[src/design/ipsp_pkg.sv]
// Shared types, codes and constants for the IPS patch stream parser.
package ipsp_pkg;

  localparam int unsigned AddrW  = 24;
  localparam int unsigned LenW   = 16;
  localparam int unsigned TotW   = 25;
  localparam int unsigned QDepth = 4;
  localparam int unsigned QCntW  = 3;

  localparam logic [1:0] KIND_WRITE  = 2'd0;
  localparam logic [1:0] KIND_FILL   = 2'd1;
  localparam logic [1:0] KIND_REJECT = 2'd2;
  localparam logic [1:0] KIND_DONE   = 2'd3;

  localparam logic [1:0] ST_OK      = 2'd0;
  localparam logic [1:0] ST_BAD_HDR = 2'd1;
  localparam logic [1:0] ST_TRUNC   = 2'd2;

  localparam logic         REG_APPLY_MODE  = 1'b0;
  localparam logic         REG_TARGET_SIZE = 1'b1;

  localparam logic [AddrW-1:0] END_OFFSET = 24'hFFFFFF;
  localparam logic [AddrW-1:0] EOF_OFFSET = 24'h454F46;
  localparam logic [TotW-1:0]  TOT_MAX    = 25'h1FFFFFF;

  typedef struct packed {
    logic [TotW-1:0]  total;
    logic [1:0]       status;
    logic [LenW-1:0]  run_length;
    logic [7:0]       value;
    logic [AddrW-1:0] address;
    logic [1:0]       kind;
  } result_t;

  // "PATCH"
  function automatic logic [7:0] magic_byte(input logic [2:0] idx);
    logic [7:0] b;
    case (idx)
      3'd1:    b = 8'h41;
      3'd2:    b = 8'h54;
      3'd3:    b = 8'h43;
      3'd4:    b = 8'h48;
      default: b = 8'h50;
    endcase
    return b;
  endfunction

endpackage

[src/design/ips_patch_stream_parser.sv]
// IPS patch stream parser: byte-wide patch parsing into write/fill/reject/done results.
// Results are registered: each goes into the result queue before it is offered on out_*.
// Throughput: one input beat per cycle while in_tready is high; each beat is parsed in a single registered pass.
// Results go through a four-entry queue; input stalls while it holds more than two.
// Reset (rst_n low, synchronous): parser back to the header phase, queue emptied,
// apply mode on, target size zero.
module ips_patch_stream_parser (
  input  logic        clk,
  input  logic        rst_n,
  input  logic        in_tvalid,
  output logic        in_tready,
  input  logic [7:0]  in_tdata,   // [7:0] patch_byte
  input  logic        in_tlast,   // last
  output logic        out_tvalid,
  input  logic        out_tready,
  output logic [79:0] out_tdata,  // [23:0] address, [31:24] value, [47:32] run_length,
                                  // [49:48] status, [74:50] total, [79:75] zero
  output logic [1:0]  out_tuser,  // [1:0] kind
  input  logic        cfg_valid,
  output logic        cfg_ready,
  input  logic        cfg_index,
  input  logic [24:0] cfg_data
);

  localparam logic [2:0] PH_HEADER = 3'd0;
  localparam logic [2:0] PH_OFFSET = 3'd1;
  localparam logic [2:0] PH_LENGTH = 3'd2;
  localparam logic [2:0] PH_COPY   = 3'd3;
  localparam logic [2:0] PH_FILL   = 3'd4;
  localparam logic [2:0] PH_DRAIN  = 3'd5;

  logic                          apply_mode_r;
  logic [ipsp_pkg::TotW-1:0]     target_size_r;

  logic [2:0]                    phase_r, phase_nxt;
  logic [2:0]                    fc_r, fc_nxt;
  logic [ipsp_pkg::AddrW-1:0]    offset_r, offset_nxt;
  logic [ipsp_pkg::LenW-1:0]     length_r, length_nxt;
  logic [ipsp_pkg::TotW-1:0]     waddr_r, waddr_nxt;
  logic [ipsp_pkg::LenW-1:0]     left_r, left_nxt;
  logic                          skip_r, skip_nxt;
  logic [ipsp_pkg::TotW-1:0]     total_r, total_nxt;

  ipsp_pkg::result_t             q_r [ipsp_pkg::QDepth];
  ipsp_pkg::result_t             q_nxt [ipsp_pkg::QDepth];
  logic [ipsp_pkg::QCntW-1:0]    cnt_r, cnt_nxt;

  ipsp_pkg::result_t             res_a, res_b;
  logic                          a_v, b_v;
  logic                          in_fire, out_fire;

  logic [ipsp_pkg::AddrW-1:0]    off_shift;
  logic [ipsp_pkg::LenW-1:0]     len_shift, len_sel, left_dec;
  logic [ipsp_pkg::TotW-1:0]     end_sum, total_inc;
  logic                          over, meas_upd;

  assign in_fire   = in_tvalid && in_tready;
  assign out_fire  = out_tvalid && out_tready;
  assign in_tready = (cnt_r <= ipsp_pkg::QCntW'(ipsp_pkg::QDepth - 2));
  assign cfg_ready = 1'b1;

  assign out_tvalid = (cnt_r != '0);
  assign out_tuser  = q_r[0].kind;
  assign out_tdata  = {5'd0, q_r[0].total, q_r[0].status, q_r[0].run_length,
                       q_r[0].value, q_r[0].address};

  assign off_shift = {offset_r[15:0], in_tdata};
  assign len_shift = {length_r[7:0], in_tdata};
  assign len_sel   = (phase_r == PH_LENGTH) ? len_shift : length_r;
  assign end_sum   = {1'b0, offset_r} + {9'd0, len_sel};
  assign over      = end_sum > target_size_r;
  assign meas_upd  = total_r < end_sum;
  assign left_dec  = left_r - 16'd1;
  assign total_inc = (total_r != ipsp_pkg::TOT_MAX) ? total_r + 25'd1 : total_r;

  always_comb begin
    phase_nxt  = phase_r;
    fc_nxt     = fc_r;
    offset_nxt = offset_r;
    length_nxt = length_r;
    waddr_nxt  = waddr_r;
    left_nxt   = left_r;
    skip_nxt   = skip_r;
    total_nxt  = total_r;
    a_v        = 1'b0;
    b_v        = 1'b0;
    res_a      = '0;
    res_b      = '0;
    if (in_fire) begin
      case (phase_r)
        PH_HEADER: begin
          if (in_tdata != ipsp_pkg::magic_byte(fc_r)) begin
            a_v          = 1'b1;
            res_a.kind   = ipsp_pkg::KIND_DONE;
            res_a.status = ipsp_pkg::ST_BAD_HDR;
            phase_nxt    = PH_DRAIN;
          end else if (fc_r >= 3'd4) begin
            phase_nxt = PH_OFFSET;
            fc_nxt    = '0;
          end else begin
            fc_nxt = fc_r + 3'd1;
          end
        end
        PH_OFFSET: begin
          offset_nxt = off_shift;
          if (fc_r >= 3'd2) begin
            fc_nxt = '0;
            if (off_shift == ipsp_pkg::END_OFFSET || off_shift == ipsp_pkg::EOF_OFFSET) begin
              a_v          = 1'b1;
              res_a.kind   = ipsp_pkg::KIND_DONE;
              res_a.status = ipsp_pkg::ST_OK;
              res_a.total  = total_r;
              phase_nxt    = PH_DRAIN;
            end else begin
              phase_nxt  = PH_LENGTH;
              length_nxt = '0;
            end
          end else begin
            fc_nxt = fc_r + 3'd1;
          end
        end
        PH_LENGTH: begin
          length_nxt = len_shift;
          if (fc_r >= 3'd1) begin
            fc_nxt = '0;
            if (len_shift != '0) begin
              if (!apply_mode_r) begin
                if (meas_upd) begin
                  total_nxt = end_sum;
                end
                skip_nxt = 1'b1;
              end else if (over) begin
                a_v              = 1'b1;
                res_a.kind       = ipsp_pkg::KIND_REJECT;
                res_a.address    = offset_r;
                res_a.run_length = len_shift;
                skip_nxt         = 1'b1;
              end else begin
                skip_nxt = 1'b0;
              end
              left_nxt  = len_shift;
              waddr_nxt = {1'b0, offset_r};
              phase_nxt = PH_COPY;
            end else begin
              phase_nxt = PH_FILL;
            end
          end else begin
            fc_nxt = fc_r + 3'd1;
          end
        end
        PH_COPY: begin
          if (!skip_r) begin
            a_v           = 1'b1;
            res_a.kind    = ipsp_pkg::KIND_WRITE;
            res_a.address = waddr_r[ipsp_pkg::AddrW-1:0];
            res_a.value   = in_tdata;
          end
          waddr_nxt = waddr_r + 25'd1;
          left_nxt  = left_dec;
          if (left_dec == '0) begin
            if (!skip_r) begin
              total_nxt = total_inc;
            end
            phase_nxt = PH_OFFSET;
            fc_nxt    = '0;
          end
        end
        PH_FILL: begin
          if (fc_r < 3'd2) begin
            length_nxt = len_shift;
            fc_nxt     = fc_r + 3'd1;
          end else begin
            if (!apply_mode_r) begin
              if (meas_upd) begin
                total_nxt = end_sum;
              end
            end else begin
              a_v              = 1'b1;
              res_a.address    = offset_r;
              res_a.value      = in_tdata;
              res_a.run_length = length_r;
              if (length_r == '0 || over) begin
                res_a.kind = ipsp_pkg::KIND_REJECT;
              end else begin
                res_a.kind = ipsp_pkg::KIND_FILL;
                total_nxt  = total_inc;
              end
            end
            phase_nxt = PH_OFFSET;
            fc_nxt    = '0;
          end
        end
        default: begin
        end
      endcase

      if (in_tlast) begin
        if (phase_r != PH_DRAIN && phase_nxt != PH_DRAIN) begin
          b_v         = 1'b1;
          res_b.kind  = ipsp_pkg::KIND_DONE;
          res_b.total = total_nxt;
          if (phase_nxt == PH_HEADER) begin
            res_b.status = ipsp_pkg::ST_BAD_HDR;
            res_b.total  = '0;
          end else if (phase_nxt == PH_OFFSET && fc_nxt == '0) begin
            res_b.status = ipsp_pkg::ST_OK;
          end else begin
            res_b.status = ipsp_pkg::ST_TRUNC;
          end
        end
        phase_nxt  = PH_HEADER;
        fc_nxt     = '0;
        offset_nxt = '0;
        length_nxt = '0;
        waddr_nxt  = '0;
        left_nxt   = '0;
        skip_nxt   = 1'b0;
        total_nxt  = '0;
      end
    end
  end

  // result queue: head at entry 0, shifts on pop, up to two pushes per beat
  always_comb begin
    logic [ipsp_pkg::QCntW-1:0] base;
    logic                       push0, push1;
    ipsp_pkg::result_t          d0;
    base    = cnt_r - ipsp_pkg::QCntW'(out_fire);
    push0   = a_v || b_v;
    push1   = a_v && b_v;
    d0      = a_v ? res_a : res_b;
    cnt_nxt = base + ipsp_pkg::QCntW'(push0) + ipsp_pkg::QCntW'(push1);
    for (int i = 0; i < ipsp_pkg::QDepth; i++) begin
      if (out_fire && i < ipsp_pkg::QDepth - 1) begin
        q_nxt[i] = q_r[i+1];
      end else begin
        q_nxt[i] = q_r[i];
      end
      if (push0 && ipsp_pkg::QCntW'(i) == base) begin
        q_nxt[i] = d0;
      end
      if (push1 && ipsp_pkg::QCntW'(i) == base + 3'd1) begin
        q_nxt[i] = res_b;
      end
    end
  end

  always_ff @(posedge clk) begin
    if (!rst_n) begin
      apply_mode_r  <= 1'b1;
      target_size_r <= '0;
      phase_r       <= PH_HEADER;
      fc_r          <= '0;
      offset_r      <= '0;
      length_r      <= '0;
      waddr_r       <= '0;
      left_r        <= '0;
      skip_r        <= 1'b0;
      total_r       <= '0;
      cnt_r         <= '0;
    end else begin
      if (cfg_valid && cfg_ready) begin
        case (cfg_index)
          ipsp_pkg::REG_APPLY_MODE:  apply_mode_r  <= cfg_data[0];
          ipsp_pkg::REG_TARGET_SIZE: target_size_r <= cfg_data;
          default: begin
          end
        endcase
      end
      phase_r  <= phase_nxt;
      fc_r     <= fc_nxt;
      offset_r <= offset_nxt;
      length_r <= length_nxt;
      waddr_r  <= waddr_nxt;
      left_r   <= left_nxt;
      skip_r   <= skip_nxt;
      total_r  <= total_nxt;
      cnt_r    <= cnt_nxt;
    end
  end

  always_ff @(posedge clk) begin
    for (int i = 0; i < ipsp_pkg::QDepth; i++) begin
      q_r[i] <= q_nxt[i];
    end
  end

  a_q_bound: assert property (@(posedge clk) disable iff (!rst_n)
    cnt_r <= ipsp_pkg::QCntW'(ipsp_pkg::QDepth))
    else $error("result queue overflow");

  a_last_clears: assert property (@(posedge clk) disable iff (!rst_n)
    (in_fire && in_tlast) |=> (phase_r == PH_HEADER && fc_r == '0 && total_r == '0))
    else $error("parser not back to header after last beat");

  a_hdr_count: assert property (@(posedge clk) disable iff (!rst_n)
    (phase_r == PH_HEADER) |-> (fc_r < 3'd5))
    else $error("header count out of range");

  a_copy_left: assert property (@(posedge clk) disable iff (!rst_n)
    (phase_r == PH_COPY) |-> (left_r != '0))
    else $error("copy phase with no bytes left");

  a_fill_count: assert property (@(posedge clk) disable iff (!rst_n)
    (phase_r == PH_OFFSET || phase_r == PH_FILL) |-> (fc_r < 3'd3))
    else $error("field count out of range");

endmodule

[config.mk]
export PLATFORM = sky130hd
export DESIGN_NAME = ips_patch_stream_parser
export DESIGN_NICKNAME = d
export VERILOG_FILES = /design/src/design/ipsp_pkg.sv /design/src/design/ips_patch_stream_parser.sv
export SDC_FILE = /design/constraint.sdc
export NUM_CORES = 1
export LEC_CHECK = 0
export ABC_AREA = 1
export BUFFER_PORTS_ARGS = -buffer_cell sky130_fd_sc_hd__buf_2
export CORE_ASPECT_RATIO = 1.5
export CORE_MARGIN = 2
export CORE_UTILIZATION = 50
export DETAILED_ROUTE_END_ITERATION = 8
export PLACE_DENSITY = 0.67
export RECOVER_POWER = 25
export SYNTH_ARGS = -nofsm -noshare
export SYNTH_HDL_FRONTEND = slang
export SYNTH_SLANG_ARGS = --single-unit
[constraint.sdc]
create_clock -name clk -period 18.6 [get_ports clk]
set_input_delay 4.65 -clock clk [delete_from_list [all_inputs] [get_ports clk]]
set_output_delay 4.65 -clock clk [all_outputs]
set_load 0.05 [all_outputs]
# ---- After elaboration in Yosys (flattened, before gate mapping)
# Memory sizes are Yosys's and may differ from the RTL's.
# Cells that the tools add are included.
# W data, S select, Z words.
dict set report classes {
  magnitude_cmp 7
  eq_ne 26
  n_reduce_logical 37
  n_bitwise 1
  n_mux 117
  addsub 9
}
# cell count
set op_table {}
lappend op_table {{$mux W77} 13}
lappend op_table {{$mux W25} 16}
lappend op_table {{$mux W16} 12}
lappend op_table {{$mux W27} 5}
lappend op_table {{$mux W26} 4}
lappend op_table {{$mux W50} 2}
lappend op_table {{$pmux W25 S3} 1}
lappend op_table {{$pmux W24 S3} 1}
lappend op_table {{$pmux W16 S2} 2}
lappend op_table {{$mux W3} 18}
lappend op_table {{$add A25 B1 Y25 const B} 2}
lappend op_table {{$pmux W25 S2} 1}
lappend op_table {{$mux W24} 2}
lappend op_table {{$pmux W16 S3} 1}
lappend op_table {{$mux W34} 1}
lappend op_table {{$logic_not A16 Y1} 2}
lappend op_table {{$pmux W3 S5} 2}
lappend op_table {{$add A24 B16 Y25} 1}
lappend op_table {{$gt A25 B25 Y1} 1}
lappend op_table {{$lt A25 B25 Y1} 1}
lappend op_table {{$ne A25 B25 Y1 const B} 1}
lappend op_table {{$eq A24 B23 Y1 const B} 1}
lappend op_table {{$eq A24 B24 Y1 const B} 1}
lappend op_table {{$mux W1} 20}
lappend op_table {{35 further kinds} 86}
dict set report totals {
  out_inout_bits 85
  memories 1
  input_bits 40
  mem_bits_rw 308
  word_cells 209
  regBits 142
}
# memory words word_bits rd rd_clocked_by_memory_dff wr line
set memory_table {}
lappend memory_table {q_r 4 77 4 0 4 ips_patch_stream_parser.sv:44} ;# ipsp_pkg::result_t q_r [ipsp_pkg::QDepth];

# ---- Longest topological paths before layout
# Gate-level depths: netlist (run 1).
dict set report logic_depth {
  word_depth 18
  depth_mapped 44
  mapped_depth_nobuf 41
}

# ---- Worst setup path before layout (run 1)
# OpenSTA, ideal clock, no wires.
dict set report synth_path {
  path_kind {input-to-reg}
  startpoint {input in_tdata[0]}
  endpoint {memory q_r[3][0] (netlist bit), enable pin}
  arrival_ps 9006
  setup_ps 386
  n_path_buf 2
  required_ps 18214
  path_stages 34
  slack_ps 9208
  path_cell_list {clkbuf_1 -> nand2_1 -> o21ai_0 -> ha_1 -> fa_1 -> nand2_1 -> inv_2 -> nand2_1 -> nand3_2 -> nand2_1 -> nand2_1 -> a31o_2 -> xnor2_1 -> inv_1 -> ha_1 -> nand2_1 -> o21ai_0 -> a21oi_1 -> nand2_1 -> nand4_1 -> nand2_1 -> nand2_1 -> nand2_1 -> nand2_1 -> nand2_2 -> nand4_4 -> nand2_1 -> inv_2 -> nand2_2 -> nand2_4 -> nor2_4 -> nand3_1 -> clkbuf_1 -> nand2_1}
}
# element line
set synth_rtl {}
lappend synth_rtl {{start: declaration} ips_patch_stream_parser.sv:12} ;# input logic [7:0] in_tdata,
lappend synth_rtl {{end: declaration} ips_patch_stream_parser.sv:44}

==> results of run 1 <==
==> critical path, cell delays in order <==
cell and delay [ps]:
clkbuf_1 80, nand2_2 50, clkbuf_1 2290, inv_1 1360, nand2_4 730, nand2_8 140
nand2_4 650, inv_2 640, nor2_4 920, inv_1 260, nor2_2 300, inv_1 480
==> cell families (layout without fill, tap and decap cells) <==
group                      Yosys count  count (layout)  share of synthesized area, %
xor gates and xnor gates            48              48                         1.524
and+or+nand+nor                   2150            2150                         33.40
other                                2               7                       0.02723
AOI/OAI and AO/OA                  825             825                         16.23
buffers and inverters              583             546                         8.556
DFF                                449             449                         36.80
adders and majority gates           75              75                         3.457
==> cell type report <==
type                    count  area (sq um)
fillers                  5611         25070
multi-input cells        3104         15120
flip-flops and latches    449         10150
clock buffers              66          1296
inverters                 310          1166
well taps                 695         869.6
repair buffers            154         742.0
clock inverters            16         242.7
diodes                      1         2.502
==> power groups by stage <==
| stage | Combinational, mW | Clock (mW) | Sequential (mW) |
|---|---|---|---|
| after floorplan | 0.964 | 0 | 1.38 |
| after global placement | 1.37 | 0 | 1.28 |
| after detailed placement | 1.38 | 0 | 1.28 |
| after CTS | 1.38 | 0.980 | 1.26 |
| after global routing | 1.53 | 1.02 | 1.27 |
| final | 1.38 | 0.965 | 1.26 |
==> registers in the layout, summed over array words and instances (netlist names), 3 cells and up <==
| register | count |
|---|---|
| cnt_r | 3 |
| fc_r | 3 |
| left_r | 16 |
| length_r | 16 |
| offset_r | 24 |
| phase_r | 3 |
| q_r | 308 |
| target_size_r | 25 |
| total_r | 25 |
| waddr_r | 24 |
==> path summary, 6_finish.rpt <==
path                   start    endpoint  slack, ps
setup / recovery   in_tvalid  q_r[0][54]       6120
hold / removal    q_r[2][41]  q_r[2][41]        450
setup reg to reg  phase_r[2]  q_r[0][54]       9590
hold reg to reg   q_r[2][41]  q_r[2][41]        450
==> through the flow <==
stage | hold slack [ps] | utilization, %
after detailed placement | 433.0 | 51.54
after global placement | 428.1 | 51.54
after floorplan | 419.6 | -
after global routing | 460.3 | 54.13
final | 447.1 | 54.14
after CTS | 447.3 | 54.36
==> metal layers <==
metal / routed length [um] / vias to the layer above
li1: - / 13680
met1: 37920 / 12690
met2: 40790 / 1136
met3: 5895 / 221
met4: 4922 / 0
met5: 0 / -
==> layout by cell type, fill, tap and decap left out, types with 37 or more instances in the layout <==
cell | netlist | routed
nand4_1 | 81 | 81
dfxtp_1 | 333 | 333
clkbuf_1 | 167 | 98
edfxtp_1 | 116 | 116
nand2_1 | 1144 | 1143
nand3_1 | 474 | 473
nor2_1 | 333 | 328
inv_1 | 287 | 288
a21oi_1 | 343 | 342
clkbuf_16 | 0 | 46
o21ai_0 | 310 | 311
ha_1 | 73 | 73
xor2_1 | 37 | 37
buf_2 | 66 | 38
==> metrics.txt, run 1 <==
gr busiest metal met2; min cycle time layout approximately 12000 ps; area grow syn2layout 7.281%; Cell Rows around 110; mean post-synth cell area between 6 and 7 sq um; Yosys top cell area share 24.17%; sequential area share after synthesis about 37%; synthesized netlist cell count ~4100; Design Area, Final a little under 0.03 sq mm; fin crit share about two thirds; yosys warns 0; leak pwr approximately 12 nW; clock buffer count from CTS 46; max-cap violation count 5; met2 GRT Util roughly 50%; Least-Margin Pin Slew 3520 ps; Worst Hold Class reg2reg; Worst VDD drop between 70 and 80 uV; TNS Setup 0 ps; Clock Root Buffer clkbuf_16; mapped cell area between 0.02 and 0.03 sq mm; Clock Latency Late Sink about 620 ps; Crit Path Max Fanout 91; RSZ-0062 raised after global routing false; Buffers on Ports approximately 120; Detailed Routing Iterations Pass 1 6; Initial Utilization 50.46%; status complete, but fails checks; maximum root-to-sink buffer count 3; Clock power frac between 20% and 30%; Net Switching between 1.5 and 2 mW; internal power 2.086 mW; first-pass GRT wire length ~140000 um; endpoints failing hold 0; Max Freq around 80 MHz; Setup CP Type in2reg; worst hold stages 2; vias in the first global route 25250; final setup vio count 0; dominant cells by area after synthesis dfxtp_1 24%, nand2_1 16%, edfxtp_1 13%; Slew Viols, Final roughly 250; die area 0.05709 sq mm; Fin Clk Skew around 36 ps; Worst EP arrival between 10000 and 15000 ps; Setup WS pre-CTS between 5000 and 6000 ps; htree depth 2; wirelength, routed around 90000 um; overall via count from detail_route between 20000 and 30000; count of different cell masters after synthesis 62; Final Total Pwr between 3 and 4 mW; critical path data required time 18800 ps; HPWL after DPL 63600 um; total global-route track usage between 30% and 40%; clk sinks about 450; headroom to the max-slew limit -134.7%; Layout Cells excl Fill about 4800; Reg clk slew, reported paths 60 ps; asr flop ratio synth 0%; Placement Cell Area ~0.028 sq mm; Post-CTS Setup Repair Bufs 0; EDFF count, synth roughly 120; DIE WIDTH 195.8 um; drt wl/cell between 15 and 20 um; Post-CTS Hold Buffers 0; CTS tree built; post_cts resized 0; Setup crit start kind primary input; Synth top cells by count 1144 x nand2_1, 474 x nand3_1, 343 x a21oi_1; largest net degree at the start of global routing 92; Final ANT Viol Nets 0; grt ovf 0; layout cells sized above 1 around 5.3%; vias per cell 5.782; top-count cell post-synth nand2_1; Core Box Area 0.05465 sq mm; Logic pwr share 38.2%; met3 layer usage reported by global route roughly 3.9%; routability cong. around 1; initial antenna violation count 1; dpl cells approximately 4700; P per Cell Area between 100 and 150 mW/mm^2; initial drt markers around 2900; Reg2Reg Depth 31; failing checks capacitance limit, slew limit; number of remaining DRC errors 0; crit end category flip-flop; sequential share of power between 30% and 40%; flops & latches, synth 449; Sw Ratio 42.19%; Synth Flop Type dfxtp_1; final setup margin 6117 ps; die height about 290 um; Layout Nets approximately 4200; leading area contributor after synthesis dfxtp_1; M1 GR Usage 40.37%; I/O pin cnt ~130
(Power assumes the default switching activity.)
==> inputs of run 2 (changes only) <==
--- a/config.mk
+++ b/config.mk
@@ -5,13 +5,13 @@
 export SDC_FILE = /design/constraint.sdc
 export NUM_CORES = 1
 export LEC_CHECK = 0
-export ABC_AREA = 1
+export ABC_AREA = 0
 export BUFFER_PORTS_ARGS = -buffer_cell sky130_fd_sc_hd__buf_2
 export CORE_ASPECT_RATIO = 1.5
 export CORE_MARGIN = 2
 export CORE_UTILIZATION = 50
 export DETAILED_ROUTE_END_ITERATION = 8
-export PLACE_DENSITY = 0.67
+export PLACE_DENSITY = 0.7
 export RECOVER_POWER = 25
 export SYNTH_ARGS = -nofsm -noshare
 export SYNTH_HDL_FRONTEND = slang
==> constraint.sdc (replaced) <==
create_clock -name clk -period 10.1 [get_ports clk]
set_input_delay 2.525 -clock clk [delete_from_list [all_inputs] [get_ports clk]]
set_output_delay 2.525 -clock clk [all_outputs]
set_load 0.05 [all_outputs]
==> run 2 against run 1 <==
The run still ends with capacitance limit, slew limit left. Global-route usage up 2.1 points. Highest routed layer unchanged. Combinational power up 100%. Die area down 4.3%. Final area down 2.3%. Worst hold slack better by 6.1 ps. Routed wire length up 2.7%. Power up 98%. Worst setup slack worse by 5000 ps. Synthesized cell count down 21%.
==> metrics.txt, run 2 <==
sequential area share after synthesis 38.47% (+1.7 points); endpoints failing hold 0 (unchanged); routability cong. 0.9633 (-4.1%); P per Cell Area 246.8 mW/mm^2 (+100%); synthesized netlist cell count 3270 (-21%); Fin Clk Skew 33.29 ps (-2.337 ps); overall via count from detail_route 25740 (-7.2%); maximum root-to-sink buffer count 3 (unchanged); leak pwr 10.90 nW (-7.8%); vias in the first global route 24130 (-4.4%); crit end category flip-flop; Filler cells 4893 (-13%); grt ovf 0 (unchanged); CTS tree built; count of different cell masters after synthesis 87 (+40%); RSZ-0062 raised after global routing false; Final ANT Viol Nets 0 (unchanged); Detailed Routing Iterations Pass 1 6 (unchanged); I/O pin cnt 125 (unchanged); Post-CTS Hold Buffers 0 (unchanged); drt wl/cell 23.22 um (+24%); min cycle time layout 9029 ps; Clock Latency Late Sink 610 ps (about the same); max-cap violation count 3 (-2); Yosys top cell area share 25.27% (+1.1 points); DIE WIDTH 191.6 um (-2.1%); Setup crit start kind primary input; vias per cell 6.498 (+12%); status complete, but fails checks; Regs by FF count q_r x308, target_size_r x25, total_r x25; wirelength, routed 91980 um (+2.7%); Cell Rows 103 (-1.9%); yosys warns 0 (unchanged); die area 0.05466 sq mm (-4.3%); Clock Root Buffer clkbuf_16; Least-Margin Pin Slew 3527 ps (+7.491 ps); Top delay family on crit path compound AO/OA/AOI/OAI gates; htree depth 2 (unchanged); Biggest register q_r; Worst Hold Class reg2reg; Initial Utilization 50.30% (-0.16 points); clock buffer count from CTS 44 (-4.3%); Post-CTS Setup Repair Bufs 0 (unchanged); flops & latches, synth 449 (unchanged); critical path data required time 10390 ps (-8410 ps); die height 285.3 um (-2.2%); Synth Flop Type dfxtp_1; Worst EP arrival 9320 ps (-3370 ps); post_cts resized 0 (unchanged); Synth top cells by count 403 x nor2_1, 388 x nand2_1, 333 x dfxtp_1; Largest register FFs 308 (unchanged); first-pass GRT wire length 141300 um (-0.11%); Layout Cells excl Fill 3961 (-17%); mean post-synth cell area 8.068 sq um (+21%); area grow syn2layout 9.608%; clk sinks 449 (unchanged); top-count cell post-synth nor2_1; most frequent cells in the layout 400 x nor2_1, 384 x nand2_1, 333 x dfxtp_1; Layout Nets 3360 (-20%); Final Total Pwr 7.136 mW (+98%); dominant cells by area after synthesis dfxtp_1 25%, edfxtp_1 13%, mux2i_1 6.8%; Setup CP Type in2reg; Slew Viols, Final 113 (-54%); largest net degree at the start of global routing 87 (-5.4%); TNS Setup 0 ps (unchanged); most common cell after layout, fill and taps aside nor2_1; headroom to the max-slew limit -135.2% (-0.50 points); fin crit share ~89%; asr flop ratio synth 0% (unchanged); layout cells sized above 1 7.411% (+2.1 points); leading area contributor after synthesis dfxtp_1; critical path buffer and inverter count 4 (-2); Crit Path Max Fanout 15 (-84%); HPWL after DPL 63790 um (+0.31%); Worst VDD drop 289.2 uV (+280%); EDFF count, synth 116 (unchanged); Top cell by count, worst path o21ai_0; Buffers on Ports 118 (unchanged); total global-route track usage 32.95% (+2.1 points); Core Box Area 0.05245 sq mm (-4.0%); mapped cell area 0.02638 sq mm (-4.3%); number of remaining DRC errors 0 (unchanged); Max Freq around 110 MHz; failing checks capacitance limit, slew limit; CP max stage delay 750 ps (-1540 ps); Reg clk slew, reported paths 60 ps (about the same); initial drt markers 2819 (-1.9%); final setup vio count 0 (unchanged); initial antenna violation count 1 (unchanged); dpl cells 3881 (-18%); Max stage delay cell, worst path o21ai_0; n_diodes 0 (-1)
-- run 2: cell count changes after synthesis, moves of 65 or more --
cell,delta
nand2_1,-756
nand3_1,-380
inv_1,-211
mux2i_1,+178
o21ai_0,-157
a211oi_1,+150
and3_1,+81
nor2_1,+70
nand4_1,-65
-- run 2: worst paths after layout --
check	from	endpoint	slack, ps	depth (start not counted)
worst min-delay path	q_r[3][24]	q_r[3][24]	450	2
worst max register to register	phase_r[1]	q_r[1][72]	1830	25
worst max-delay path	in_tdata[0]	q_r[3][53]	1070	25
worst min register to register	q_r[3][24]	q_r[3][24]	450	2
-- run 2: layer usage --
layer	up-vias	GRT usage [%]	routed length [um]
met5	-	0	0
li1	11790	-	-
met1	12370	43.34	37270
met4	0	15.54	4533
met2	1333	52.56	42120
met3	249	5.477	8057
-- run 2: stage by stage --
step	cell area (sq um)	worst slack, ps	util, %	hold WS, ps
global placement	27560	858.0	52.53	440.7
CTS	29030	1309	55.35	454.5
finish	28920	1071	55.13	453.2
detailed placement	27560	809.4	52.53	445.8
global route	28920	564.7	55.13	470.4
floorplan	26400	1617	-	435.7
-- run 2: tightest hold or removal path, cell delays in order (launching register included) --
cell and delay, ps:
dfxtp_1 310, nand2_1 50, a21oi_1 50
-- run 2: kinds of logic after synthesis --
| group | count (synthesis) | synth area share (%) |
|---|---|---|
| adders and majority gates | 81 | 3.841 |
| AOI/OAI and AO/OA | 987 | 23.87 |
| xor gates and xnor gates | 52 | 1.778 |
| DFF | 449 | 38.47 |
| buffers and inverters | 359 | 5.421 |
| and+or+nand+nor | 1159 | 19.71 |
| muxes | 181 | 6.881 |
| other | 2 | 0.02847 |
-- run 2: final cells by class --
class | count | area [sq um] | share of cell area, %
repair buffers | 204 | 1190 | 4.115
clock buffers | 64 | 1246 | 4.309
multi-input cells | 2466 | 14950 | 51.69
clock inverters | 16 | 229.0 | 0.7918
flip-flops and latches | 449 | 10150 | 35.10
well taps | 682 | 853.3 | 2.951
inverters | 80 | 301.5 | 1.043
-- run 2: power by group --
| part | internal (mW) | leakage, nW | switching [mW] |
|---|---|---|---|
| logic | 0.878 | 6.35 | 1.92 |
| registers | 2.42 | 3.83 | 0.217 |
| clock network | 0.948 | 0.718 | 0.755 |
| total | 4.24 | 10.9 | 2.89 |
